### src/rtl/core/raycast_column_renderer_top_macros.svh
// assertion macros for the ray cast column renderer
`ifndef RAYCAST_COLUMN_RENDERER_TOP_MACROS_SVH
`define RAYCAST_COLUMN_RENDERER_TOP_MACROS_SVH

// same-cycle implication
`define RCR_ASSERT_NOW(lbl, clk, rst, ante, cons, msg) \
   lbl: assert property (@(posedge clk) disable iff (rst) (ante) |-> (cons)) else $error(msg);

// next-cycle implication
`define RCR_ASSERT_NEXT(lbl, clk, rst, ante, cons, msg) \
   lbl: assert property (@(posedge clk) disable iff (rst) (ante) |=> (cons)) else $error(msg);

`endif

### src/rtl/core/rcr_pkg.sv
// shared constants and types of the ray cast column renderer
package rcr_pkg;

   localparam int SCREEN_ROWS_DEF    = 40;
   localparam int SCREEN_COLUMNS_DEF = 120;
   localparam int MAP_SIDE_DEF       = 16;

   // row counter must hold the row count itself (at most 64)
   localparam int ROW_CNT_W = 7;

   // divider geometry
   localparam int DIV_W = 24;
   localparam int DVS_W = 18;

   // register indexes
   localparam logic [2:0] REG_WALL0 = 3'd0;
   localparam logic [2:0] REG_WALL1 = 3'd1;
   localparam logic [2:0] REG_WALL2 = 3'd2;
   localparam logic [2:0] REG_WALL3 = 3'd3;
   localparam logic [2:0] REG_RANGE = 3'd4;
   localparam logic [2:0] REG_FOV   = 3'd5;

   localparam logic [16:0] STEP_Q12  = 17'd410;
   localparam logic [16:0] RANGE_MAX = 17'd65536;
   localparam logic [15:0] FOV_RESET = 16'd8192;

   // quarter sine polynomial
   localparam logic [14:0] SIN_K1 = 15'd25736;
   localparam logic [13:0] SIN_K2 = 14'd10512;
   localparam logic [10:0] SIN_K3 = 11'd1160;

   // corner edge threshold
   localparam logic [13:0] EDGE_K = 14'd10000;

   typedef enum logic [3:0] {
      CELL_BLANK  = 4'd0,
      CELL_FULL   = 4'd1,
      CELL_DARK   = 4'd2,
      CELL_MEDIUM = 4'd3,
      CELL_LIGHT  = 4'd4,
      CELL_HASH   = 4'd5,
      CELL_CROSS  = 4'd6,
      CELL_DASH   = 4'd7,
      CELL_DOT    = 4'd8
   } cell_type;

   typedef enum logic [9:0] {
      ST_IDLE   = 10'b0000000001,
      ST_FOVMUL = 10'b0000000010,
      ST_DIV    = 10'b0000000100,
      ST_SINE   = 10'b0000001000,
      ST_MARCH  = 10'b0000010000,
      ST_CORNER = 10'b0000100000,
      ST_SELECT = 10'b0001000000,
      ST_SAT    = 10'b0010000000,
      ST_NUM    = 10'b0100000000,
      ST_ROWS   = 10'b1000000000
   } state_type;

endpackage

### src/rtl/core/raycast_column_renderer_top.sv
// ray cast column renderer: fixed-step march and row shading on one shared multiplier
//
// One request casts one ray and returns SCREEN_ROWS row cells, top row first. All
// arithmetic runs through a single 25x25 multiplier and a radix-2 divider under a
// sequencer, and the block takes no request until the last row has been taken. Each
// column passes through the column angle (multiply, then reciprocal multiply), eight
// sine multiplies, N march steps (one multiply for x, one for y, one tile check each;
// N is at most 160 at full range), the saturate and numerator states, the 24-step row
// division, the row outputs (held by output stalls) and a closing step; a ray that
// stops at a wall adds 32 corner multiplies and a corner select before saturation.
`include "raycast_column_renderer_top_macros.svh"

module raycast_column_renderer_top #(
   parameter int SCREEN_ROWS    = rcr_pkg::SCREEN_ROWS_DEF,
   parameter int SCREEN_COLUMNS = rcr_pkg::SCREEN_COLUMNS_DEF,
   parameter int MAP_SIDE       = rcr_pkg::MAP_SIDE_DEF
) (
   input  logic        clock,
   input  logic        reset,
   input  logic        req_tvalid,
   output logic        req_tready,
   input  logic [55:0] req_tdata,   // pos_x, pos_y, view_angle, column
   output logic        rsp_tvalid,
   input  logic        rsp_tready,
   output logic [31:0] rsp_tdata,   // row, cell_code, wall_distance
   output logic        rsp_tlast,   // last_row
   input  logic        csr_we,
   input  logic [2:0]  csr_addr,
   input  logic [63:0] csr_wdata
);
   import rcr_pkg::*;

   localparam logic [11:0] RW  = 12'(SCREEN_ROWS);
   localparam logic [11:0] RW3 = 12'(3 * SCREEN_ROWS);
   localparam logic [11:0] RW9 = 12'(9 * SCREEN_ROWS);

   // column * fov stays below 2^23, so this reciprocal gives the exact quotient
   localparam int          COL_SHIFT = 23 + $clog2(SCREEN_COLUMNS);
   localparam logic [24:0] COL_RECIP =
      25'(((64'd1 << COL_SHIFT) + 64'(SCREEN_COLUMNS - 1)) / 64'(SCREEN_COLUMNS));

   // configuration
   logic [63:0] wall0_ff, wall1_ff, wall2_ff, wall3_ff;
   logic [16:0] range_ff;
   logic [15:0] fov_ff;
   logic [16:0] rng;

   always_ff @(posedge clock) begin
      if (reset) begin
         wall0_ff <= '0;
         wall1_ff <= '0;
         wall2_ff <= '0;
         wall3_ff <= '0;
         range_ff <= RANGE_MAX;
         fov_ff   <= FOV_RESET;
      end else if (csr_we) begin
         case (csr_addr)
            REG_WALL0: wall0_ff <= csr_wdata;
            REG_WALL1: wall1_ff <= csr_wdata;
            REG_WALL2: wall2_ff <= csr_wdata;
            REG_WALL3: wall3_ff <= csr_wdata;
            REG_RANGE: range_ff <= csr_wdata[16:0];
            REG_FOV:   fov_ff   <= csr_wdata[15:0];
            default: ;
         endcase
      end
   end

   // effective range
   always_comb begin
      if (range_ff == 17'd0) rng = 17'd1;
      else if (range_ff > RANGE_MAX) rng = RANGE_MAX;
      else rng = range_ff;
   end

   logic [255:0] wall_bits;
   assign wall_bits = {wall3_ff, wall2_ff, wall1_ff, wall0_ff};

   // sequencer and datapath registers
   state_type          state_ff, state_in;
   logic [4:0]         sub_ff, sub_in;
   logic               pass_ff, pass_in;
   logic [15:0]        px_ff, px_in, py_ff, py_in, view_ff, view_in;
   logic [6:0]         col_ff, col_in;
   logic [DIV_W-1:0]   quo_ff, quo_in;
   logic [DVS_W-1:0]   rem_ff, rem_in, dvs_ff, dvs_in;
   logic               neg_ff, neg_in;
   logic [15:0]        ang_ff, ang_in;
   logic [14:0]        u2_ff, u2_in, t_ff, t_in;
   logic signed [16:0] ux_ff, ux_in, uy_ff, uy_in;
   logic [16:0]        d_ff, d_in;
   logic signed [19:0] qx_ff, qx_in, qy_ff, qy_in;
   logic [3:0]         tx_ff, tx_in, ty_ff, ty_in;
   logic signed [35:0] acc_ff, acc_in;
   logic               dotpos_ff, dotpos_in, big_ff, big_in;
   logic [11:0]        mc_ff, mc_in;
   logic [23:0]        msq_ff, msq_in;
   logic [33:0]        vv_ff [4];
   logic [33:0]        vv_in [4];
   logic [3:0]         edge_ff, edge_in;
   logic               edge_hit_ff, edge_hit_in;
   cell_type           shade_ff, shade_in;
   logic signed [24:0] ceil_ff, ceil_in, floor_ff, floor_in;
   logic [ROW_CNT_W-1:0] y_ff, y_in;
   logic               rsp_valid_ff, rsp_valid_in;
   logic [5:0]         rsp_row_ff, rsp_row_in;
   logic [3:0]         rsp_code_ff, rsp_code_in;
   logic [16:0]        rsp_dist_ff, rsp_dist_in;
   logic               rsp_last_ff, rsp_last_in;

   // shared multiplier
   logic signed [24:0] mul_a, mul_b;
   logic signed [49:0] prod;
   assign prod = mul_a * mul_b;

   // sine phase of the current pass
   logic [15:0] sa;
   logic [14:0] su;
   assign sa = pass_ff ? (ang_ff + 16'd16384) : ang_ff;
   assign su = sa[14] ? (15'd16384 - {1'b0, sa[13:0]}) : {1'b0, sa[13:0]};

   // corner vector of the current corner
   logic [4:0]         cx, cy;
   logic signed [17:0] vx, vy;
   assign cx = {1'b0, tx_ff} + {4'b0, sub_ff[4]};
   assign cy = {1'b0, ty_ff} + {4'b0, sub_ff[3]};
   assign vx = $signed({1'b0, cx, 12'b0}) - $signed({2'b0, px_ff});
   assign vy = $signed({1'b0, cy, 12'b0}) - $signed({2'b0, py_ff});

   logic signed [24:0] dm8;
   assign dm8 = $signed({8'b0, d_ff}) - 25'sd8192;

   // operand selection
   always_comb begin
      mul_a = '0;
      mul_b = '0;
      case (state_ff)
         ST_FOVMUL: begin
            if (sub_ff[0]) begin
               mul_a = {1'b0, quo_ff};
               mul_b = COL_RECIP;
            end else begin
               mul_a = {18'b0, col_ff};
               mul_b = {9'b0, fov_ff};
            end
         end
         ST_SINE: begin
            case (sub_ff[1:0])
               2'd0: begin
                  mul_a = {10'b0, su};
                  mul_b = {10'b0, su};
               end
               2'd1: begin
                  mul_a = {14'b0, SIN_K3};
                  mul_b = {10'b0, u2_ff};
               end
               2'd2: begin
                  mul_a = {10'b0, u2_ff};
                  mul_b = {11'b0, SIN_K2 - t_ff[13:0]};
               end
               default: begin
                  mul_a = {10'b0, su};
                  mul_b = {10'b0, SIN_K1 - t_ff};
               end
            endcase
         end
         ST_MARCH: begin
            mul_a = sub_ff[0] ? {{8{uy_ff[16]}}, uy_ff} : {{8{ux_ff[16]}}, ux_ff};
            mul_b = {8'b0, d_ff};
         end
         ST_CORNER: begin
            case (sub_ff[2:0])
               3'd0: begin
                  mul_a = {{8{ux_ff[16]}}, ux_ff};
                  mul_b = {{7{vx[17]}}, vx};
               end
               3'd1: begin
                  mul_a = {{8{uy_ff[16]}}, uy_ff};
                  mul_b = {{7{vy[17]}}, vy};
               end
               3'd2: begin
                  mul_a = {{8{ux_ff[16]}}, ux_ff};
                  mul_b = {{7{vy[17]}}, vy};
               end
               3'd3: begin
                  mul_a = {{8{uy_ff[16]}}, uy_ff};
                  mul_b = {{7{vx[17]}}, vx};
               end
               3'd4: begin
                  mul_a = {{7{vx[17]}}, vx};
                  mul_b = {{7{vx[17]}}, vx};
               end
               3'd5: begin
                  mul_a = {{7{vy[17]}}, vy};
                  mul_b = {{7{vy[17]}}, vy};
               end
               3'd6: begin
                  mul_a = {13'b0, mc_ff};
                  mul_b = {13'b0, mc_ff};
               end
               default: begin
                  mul_a = {11'b0, EDGE_K};
                  mul_b = {1'b0, msq_ff};
               end
            endcase
         end
         ST_NUM: begin
            mul_a = 25'(SCREEN_ROWS);
            mul_b = dm8;
         end
         default: ;
      endcase
   end

   // nearest two corners
   logic [1:0] sel_a, sel_b;
   always_comb begin
      sel_a = 2'd0;
      for (int i = 1; i < 4; i++) begin
         if (vv_ff[i] < vv_ff[sel_a]) sel_a = 2'(i);
      end
      sel_b = (sel_a == 2'd0) ? 2'd1 : 2'd0;
      for (int i = 0; i < 4; i++) begin
         if (2'(i) != sel_a && vv_ff[i] < vv_ff[sel_b]) sel_b = 2'(i);
      end
   end

   // divider step
   logic [DVS_W:0] trial;
   logic           div_ge;
   logic [DVS_W:0] trial_sub;
   assign trial     = {rem_ff, quo_ff[DIV_W-1]};
   assign div_ge    = trial >= {1'b0, dvs_ff};
   assign trial_sub = trial - {1'b0, dvs_ff};

   // row cell code
   logic signed [24:0] ysg;
   logic [11:0]        kk;
   cell_type           code;
   assign ysg = $signed({18'b0, y_ff});
   assign kk  = RW - {5'b0, y_ff};
   always_comb begin
      if (ysg < ceil_ff) code = CELL_BLANK;
      else if (ysg > ceil_ff && ysg <= floor_ff) code = shade_ff;
      else if ({kk[8:0], 3'b0} < RW) code = CELL_HASH;
      else if ({kk[9:0], 2'b0} < RW) code = CELL_CROSS;
      else if ({kk[8:0], 3'b0} < RW3) code = CELL_DASH;
      else if (12'(kk * 12'd20) < RW9) code = CELL_DOT;
      else code = CELL_BLANK;
   end

   logic out_free;
   assign out_free = !rsp_valid_ff || rsp_tready;

   // sequencer
   logic signed [35:0] dot, cr, crmag;
   logic signed [24:0] nm, nmag;
   logic [15:0]        sq;
   logic signed [16:0] sv;
   logic               out_map;
   logic [18:0]        d4, d3;
   logic [17:0]        d2;

   always_comb begin
      state_in     = state_ff;
      sub_in       = sub_ff;
      pass_in      = pass_ff;
      px_in        = px_ff;
      py_in        = py_ff;
      view_in      = view_ff;
      col_in       = col_ff;
      quo_in       = quo_ff;
      rem_in       = rem_ff;
      dvs_in       = dvs_ff;
      neg_in       = neg_ff;
      ang_in       = ang_ff;
      u2_in        = u2_ff;
      t_in         = t_ff;
      ux_in        = ux_ff;
      uy_in        = uy_ff;
      d_in         = d_ff;
      qx_in        = qx_ff;
      qy_in        = qy_ff;
      tx_in        = tx_ff;
      ty_in        = ty_ff;
      acc_in       = acc_ff;
      dotpos_in    = dotpos_ff;
      big_in       = big_ff;
      mc_in        = mc_ff;
      msq_in       = msq_ff;
      vv_in        = vv_ff;
      edge_in      = edge_ff;
      edge_hit_in  = edge_hit_ff;
      shade_in     = shade_ff;
      ceil_in      = ceil_ff;
      floor_in     = floor_ff;
      y_in         = y_ff;
      rsp_valid_in = rsp_valid_ff;
      rsp_row_in   = rsp_row_ff;
      rsp_code_in  = rsp_code_ff;
      rsp_dist_in  = rsp_dist_ff;
      rsp_last_in  = rsp_last_ff;

      dot     = acc_ff + prod[35:0];
      cr      = acc_ff - prod[35:0];
      crmag   = cr[35] ? -cr : cr;
      nm      = prod[24:0];
      nmag    = nm[24] ? -nm : nm;
      sq      = prod[29:14];
      sv      = $signed({1'b0, sq});
      out_map = qx_ff[19] || qy_ff[19] ||
                (qx_ff[18:12] >= 7'(MAP_SIDE)) || (qy_ff[18:12] >= 7'(MAP_SIDE));
      d4      = {d_ff, 2'b0};
      d3      = {1'b0, d_ff, 1'b0} + {2'b0, d_ff};
      d2      = {d_ff, 1'b0};

      case (state_ff)
         ST_IDLE: begin
            if (req_tvalid) begin
               px_in       = req_tdata[15:0];
               py_in       = req_tdata[31:16];
               view_in     = req_tdata[47:32];
               col_in      = req_tdata[54:48];
               edge_hit_in = 1'b0;
               sub_in      = '0;
               state_in    = ST_FOVMUL;
            end
         end
         // column offset: product first, then its quotient by the column count
         ST_FOVMUL: begin
            if (!sub_ff[0]) begin
               quo_in = prod[DIV_W-1:0];
               sub_in = 5'd1;
            end else begin
               ang_in   = view_ff - {1'b0, fov_ff[15:1]} + prod[COL_SHIFT +: 16];
               pass_in  = 1'b0;
               sub_in   = '0;
               state_in = ST_SINE;
            end
         end
         ST_DIV: begin
            rem_in = div_ge ? trial_sub[DVS_W-1:0] : trial[DVS_W-1:0];
            quo_in = {quo_ff[DIV_W-2:0], div_ge};
            sub_in = sub_ff - 5'd1;
            if (sub_ff == 5'd0) begin
               ceil_in  = neg_ff ? -$signed({1'b0, quo_in}) : $signed({1'b0, quo_in});
               floor_in = $signed(25'(SCREEN_ROWS)) - ceil_in;
               y_in     = '0;
               state_in = ST_ROWS;
            end
         end
         ST_SINE: begin
            sub_in = sub_ff + 5'd1;
            case (sub_ff[1:0])
               2'd0: u2_in = prod[28:14];
               2'd1: t_in  = prod[28:14];
               2'd2: t_in  = prod[28:14];
               default: begin
                  sub_in = '0;
                  if (pass_ff) begin
                     uy_in    = sa[15] ? -sv : sv;
                     d_in     = STEP_Q12;
                     state_in = ST_MARCH;
                  end else begin
                     ux_in   = sa[15] ? -sv : sv;
                     pass_in = 1'b1;
                  end
               end
            endcase
         end
         ST_MARCH: begin
            sub_in = sub_ff + 5'd1;
            if (sub_ff == 5'd0) begin
               qx_in = $signed({4'b0, px_ff}) + {{2{prod[31]}}, prod[31:14]};
            end else if (sub_ff == 5'd1) begin
               qy_in = $signed({4'b0, py_ff}) + {{2{prod[31]}}, prod[31:14]};
            end else begin
               sub_in = '0;
               if (out_map) begin
                  d_in     = rng;
                  state_in = ST_SAT;
               end else if (wall_bits[{qy_ff[15:12], qx_ff[15:12]}]) begin
                  tx_in    = qx_ff[15:12];
                  ty_in    = qy_ff[15:12];
                  state_in = ST_CORNER;
               end else if (d_ff < rng) begin
                  d_in = d_ff + STEP_Q12;
               end else begin
                  state_in = ST_SAT;
               end
            end
         end
         ST_CORNER: begin
            sub_in = sub_ff + 5'd1;
            case (sub_ff[2:0])
               3'd0, 3'd2, 3'd4: acc_in = prod[35:0];
               3'd1: dotpos_in = !dot[35] && (dot != 36'sd0);
               3'd3: begin
                  big_in = |crmag[35:24];
                  mc_in  = crmag[23:12];
               end
               3'd5: vv_in[sub_ff[4:3]] = acc_ff[33:0] + prod[33:0];
               3'd6: msq_in = prod[23:0];
               default: begin
                  edge_in[sub_ff[4:3]] = dotpos_ff && (vv_ff[sub_ff[4:3]] != 34'd0) &&
                                         !big_ff &&
                                         (prod[37:0] < {vv_ff[sub_ff[4:3]], 4'b0});
                  if (sub_ff == 5'd31) state_in = ST_SELECT;
               end
            endcase
         end
         ST_SELECT: begin
            edge_hit_in = edge_ff[sel_a] || edge_ff[sel_b];
            state_in    = ST_SAT;
         end
         ST_SAT: begin
            if (d_ff > rng) d_in = rng;
            state_in = ST_NUM;
         end
         ST_NUM: begin
            quo_in      = nmag[DIV_W-1:0];
            rem_in      = '0;
            dvs_in      = {d_ff, 1'b0};
            neg_in      = nm[24];
            sub_in      = 5'(DIV_W - 1);
            if (edge_hit_ff) shade_in = CELL_BLANK;
            else if (d4 <= {2'b0, rng}) shade_in = CELL_FULL;
            else if (d3 < {2'b0, rng}) shade_in = CELL_DARK;
            else if (d2 < {1'b0, rng}) shade_in = CELL_MEDIUM;
            else if (d_ff < rng) shade_in = CELL_LIGHT;
            else shade_in = CELL_BLANK;
            state_in = ST_DIV;
         end
         ST_ROWS: begin
            if (out_free) begin
               if (y_ff < ROW_CNT_W'(SCREEN_ROWS)) begin
                  rsp_valid_in = 1'b1;
                  rsp_row_in   = y_ff[5:0];
                  rsp_code_in  = code;
                  rsp_dist_in  = d_ff;
                  rsp_last_in  = (y_ff == ROW_CNT_W'(SCREEN_ROWS - 1));
                  y_in         = y_ff + 1'b1;
               end else begin
                  rsp_valid_in = 1'b0;
                  state_in     = ST_IDLE;
               end
            end
         end
         default: state_in = ST_IDLE;
      endcase
   end

   // control registers
   always_ff @(posedge clock) begin
      if (reset) begin
         state_ff     <= ST_IDLE;
         sub_ff       <= '0;
         pass_ff      <= 1'b0;
         rsp_valid_ff <= 1'b0;
         y_ff         <= '0;
      end else begin
         state_ff     <= state_in;
         sub_ff       <= sub_in;
         pass_ff      <= pass_in;
         rsp_valid_ff <= rsp_valid_in;
         y_ff         <= y_in;
      end
   end

   // payload registers
   always_ff @(posedge clock) begin
      px_ff       <= px_in;
      py_ff       <= py_in;
      view_ff     <= view_in;
      col_ff      <= col_in;
      quo_ff      <= quo_in;
      rem_ff      <= rem_in;
      dvs_ff      <= dvs_in;
      neg_ff      <= neg_in;
      ang_ff      <= ang_in;
      u2_ff       <= u2_in;
      t_ff        <= t_in;
      ux_ff       <= ux_in;
      uy_ff       <= uy_in;
      d_ff        <= d_in;
      qx_ff       <= qx_in;
      qy_ff       <= qy_in;
      tx_ff       <= tx_in;
      ty_ff       <= ty_in;
      acc_ff      <= acc_in;
      dotpos_ff   <= dotpos_in;
      big_ff      <= big_in;
      mc_ff       <= mc_in;
      msq_ff      <= msq_in;
      vv_ff       <= vv_in;
      edge_ff     <= edge_in;
      edge_hit_ff <= edge_hit_in;
      shade_ff    <= shade_in;
      ceil_ff     <= ceil_in;
      floor_ff    <= floor_in;
      rsp_row_ff  <= rsp_row_in;
      rsp_code_ff <= rsp_code_in;
      rsp_dist_ff <= rsp_dist_in;
      rsp_last_ff <= rsp_last_in;
   end

   // ports
   assign req_tready = (state_ff == ST_IDLE);
   assign rsp_tvalid = rsp_valid_ff;
   assign rsp_tdata  = {5'b0, rsp_dist_ff, rsp_code_ff, rsp_row_ff};
   assign rsp_tlast  = rsp_last_ff;

   // checks
   `RCR_ASSERT_NOW(a_idle_no_rsp, clock, reset, req_tready, !rsp_tvalid, "result pending while idle")
   `RCR_ASSERT_NEXT(a_last_to_idle, clock, reset, rsp_tvalid && rsp_tready && rsp_tlast, req_tready, "not idle after last row")
   `RCR_ASSERT_NOW(a_dist_in_range, clock, reset, rsp_tvalid, rsp_tdata[26:10] <= rng, "distance above range")
   `RCR_ASSERT_NOW(a_div_nonzero, clock, reset, state_ff == ST_DIV, dvs_ff != '0, "divide by zero")

endmodule

### config.mk
export PLATFORM = sky130hd
export DESIGN_NAME = raycast_column_renderer_top
export DESIGN_NICKNAME = d
export VERILOG_FILES = /design/src/rtl/core/rcr_pkg.sv /design/src/rtl/core/raycast_column_renderer_top.sv
export VERILOG_INCLUDE_DIRS = /design/src /design/src/rtl/core
export SDC_FILE = /design/constraint.sdc
export NUM_CORES = 2
export LEC_CHECK = 0
export ABC_AREA = 1
export BUFFER_PORTS_ARGS = -buffer_cell sky130_fd_sc_hd__buf_2
export CORE_MARGIN = 2
export CORE_UTILIZATION = 59
export DETAILED_ROUTE_END_ITERATION = 8
export GPL_TIMING_DRIVEN = 0
export HOLD_SLACK_MARGIN = 0.15
export PLACE_DENSITY = 0.85
export SYNTH_ARGS = -nofsm -noshare
export SYNTH_HDL_FRONTEND = slang
export SYNTH_SLANG_ARGS = --single-unit
### constraint.sdc
create_clock -name clock -period 11.2 [get_ports clock]
set_clock_uncertainty 0.05 [all_clocks]
set_input_delay 2.24 -clock clock [delete_from_list [all_inputs] [get_ports clock]]
set_output_delay 2.24 -clock clock [all_outputs]
set_load 0.02 [all_outputs]
==> flow_summary.toml <==
[outcome]
status = "complete, but fails checks"
violations = "setup timing"

[route]
ant_nets = 0
viasPerCell = 6.31
num_vias = 72500
routed_wl_um = 302000
dr.pass1.iters = 8
drc_errors = 0
wl_met2_um = 130000
met1_length_um = 107000
top_layer = "met5"
routedWlPerCell_um = 26.3
drt_iter0_markers = 10100
wl_met3_um = 40600

[sta]
setup_ws_ns = -2.03
finalHoldViolCount = 0
drv_slew = 0
relSlewSlack = 0.0414
setup-tns-final_ns = -29.77
rsz0062_at_grt = "true"
min_period_ns = 13.23
finalSetupViolCount = 40
fmax_mhz = 75.6
tightest_slew_ns = 1.43
min_period_over_period = 1.18

[final_layout]
drive_above_1_share = 0.159
fillers = 9568
regArea_um2 = 22200
fin_area_um2 = 90400
multi_input_area_um2 = 50200
synthToLayoutAreaGrowth_pct = 19.5
fin_nets = 11200

[worst_hold_path]
min_path_type = "reg -> reg"
whs_path_depth = 2
worstHoldStart = "wall3_ff[42]"
worstHoldEndpoint = "wall3_ff[42]"

[critical_path]
arrival_ns = 13.66
critPathCaptureType = "register"
cp_slowest_cell = "edfxtp_1"
cpPeakStageDelay_ns = 0.41
cp_data_required_time_ns = 11.63
worstSetupPathType = "reg -> reg"
critPathMaxFanout = 10
timing.rr.end = "edge_hit_ff"
rrSetupSlack_ns = -2.03
r2r_cells = 92
reg2reg_from = "vv_ff[113]"
worst_setup_path_start_kind = "register"
cp_common_cell = "buf_4"

[power]
p_int_mw = 5.92
pwr-share-seq = 0.409
ir_drop_v = 0.000140
p_leak_nw = 40.6
swShare = 0.321
combPwrFrac = 0.227
pwr-share-clk = 0.364
powerDensity_nw_per_um2 = 96.6
switchingPower_mw = 2.80

[floorplan]
num_rows = 131
core_um2 = 127000
die_h_um = 362
start_util = 0.593
die_area_um2 = 131000
fp.dieW_um = 362
io_pins = 163

[grt]
grt.overflow.total = 0
grt_pass1_wl_um = 436000
grtUsageTotal = 0.447
grt_pass1_vias = 71000
antenna_found_initial = 21
grt_max_degree = 39

[cts]
clk_latency_ns = 0.75
clk_path_buf_depth = 3
cts_sinks = 842
cts_tree = "yes"
ctsRootBufferMaster = "clkbuf_16"
numCtsBuffers = 88
cts_max_level = 3
clk_pin_slew_ns = 0.06

[placed_design]
placed_cell_area_um2 = 79400
numPortBuffers = 155
globalplace.congestion = 1.05
post-dp-hpwl_um = 226000

[synthesis]
yosysTopAreaCellShare = 0.210
async_flop_share = 0
netlist_area_um2 = 75600
yosysSeqAreaShare = 0.293
synthTopCellsByArea = "edfxtp_1 21%, fa_1 17%, ha_1 11%, dfxtp_1 8.3%, inv_1 7.2%"
yosysMostFrequentCell = "inv_1"
synthFlopType = "edfxtp_1"
ys_types = 89
synthCells = 9073
synth_seq_cells = 842
yosys-top-cells-count = "1,458 x inv_1, 1,424 x nand2_1, 1,037 x nor2_1"
synth_edf_count = 529
yosys_warnings = 0
syn_avg_cell_area_um2 = 8.33
synth_largest_area_cell = "edfxtp_1"

[flow_run]
maxCapViolations = 0
==> cell type report <==
type | instances | share of cell area
multi-input combinational | 6385 | 0.555
sequential | 842 | 0.245
inverter | 1486 | 0.0626
timing repair buffer | 590 | 0.0541
clock buffer | 114 | 0.0271
buffer | 350 | 0.0252
tap | 1662 | 0.0230
clock inverter | 50 | 0.00713
antenna | 4 | 0.000111
==> worst max path at each step <==
stage               start          end  cells past startpoint
2_1_floorplan    py_ff[0]   ang_ff[15]                     71
3_3_place_gp   vv_ff[101]  edge_hit_ff                     72
3_5_place_dp   vv_ff[101]  edge_hit_ff                     73
4_1_cts        vv_ff[101]  edge_hit_ff                     74
5_1_grt        vv_ff[111]  edge_hit_ff                     92
6_report       vv_ff[113]  edge_hit_ff                     92
==> cells in the final DEF (no fill, tap or decap), drive strengths merged, types with 8 or more instances in the layout <==
cell type and instances:
bufinv 8, dfxtp 313, nor2 1047, xnor2 79
nand4 71, ha 651, o211ai 36, o221ai 61
nand2 1435, o21bai 16, nor3 101, o21ai 851
edfxtp 529, nand3 168, clkinvlp 16, or2 12
a22oi 22, buf 632, o21a 16, a211oi 30
nor4 45, o31ai 15, a21boi 12, xor2 250
a221oi 34, clkinv 46, a21o 18, inv 1466
a21oi 552, clkbuf 420, o2111ai 15, fa 637
o22ai 109, mux2i 11, a31oi 13
==> what timing repair did <==
| action | CTS | global route |
|---|---|---|
| gates resized for setup | 732 | 419 |
| hold buffers | 0 | 0 |
| gates cloned | 8 | 3 |
| pin swaps | 208 | 224 |
| setup endpoints to repair | 207 | 74 |
| buffers inserted | 294 | 138 |
==> sequential cells by signal (all words and copies together) (netlist names), 24 cells and up <==
register  flops
wall3_ff     64
msq_ff       24
quo_ff       24
vv_ff       136
ceil_ff      25
wall0_ff     64
floor_ff     24
acc_ff       36
wall2_ff     64
wall1_ff     64
==> per-layer routing <==
metal,up-vias,GRT usage
li1,31100,-
met1,34700,0.564
met2,5303,0.677
met3,1439,0.127
met4,24,0.287
met5,-,0
==> metrics by stage <==
stage           util  power [mW]  cells  setup WS [ns]  hold slack [ns]
3_5_place_dp   0.624        5.05  10900          -7.45            0.383
3_3_place_gp   0.618        5.01  10900          -7.30            0.379
5_1_grt        0.709        8.90  11500          -2.46            0.416
4_1_cts        0.689        8.50  11400          -1.96            0.393
6_report       0.709        8.73  11500          -2.03            0.393
2_1_floorplan      -        4.47   9077         -0.270            0.370
==> worst max-delay path, delay by kind of cell (launching register included) <==
kind / cells / cell delay, ns
AND/OR/NAND/NOR: 37 / 3.96
buffers and inverters: 29 / 3.68
AO/OA/AOI/OAI: 21 / 3.37
flip-flops: 1 / 0.41
adder cells (fa/ha/maj): 5 / 1.47
==> cells by family (layout without fill, tap and decap cells) <==
| family | count (synthesis) | in the layout | share of synthesized area |
|---|---|---|---|
| AOI/OAI and AO/OA | 1847 | 1847 | 0.141 |
| xor gates and xnor gates | 329 | 329 | 0.0384 |
| adders and majority gates | 1288 | 1288 | 0.276 |
| buffers and inverters | 1851 | 2590 | 0.0926 |
| DFF | 842 | 842 | 0.293 |
| muxes | 12 | 12 | 0.00161 |
| other | 1 | 9 | 0.0000496 |
| and+or+nand+nor | 2903 | 2904 | 0.157 |
==> power groups by stage <==
stage	Clock [mW]	Sequential, mW	Combinational [mW]
final	3.17	3.57	1.98
after global routing	3.27	3.57	2.06
after CTS	3.14	3.56	1.80
after detailed placement	0	3.62	1.43
after global placement	0	3.63	1.38
after floorplan	0	3.59	0.879
No activity file was read; power rests on OpenSTA's default activity.
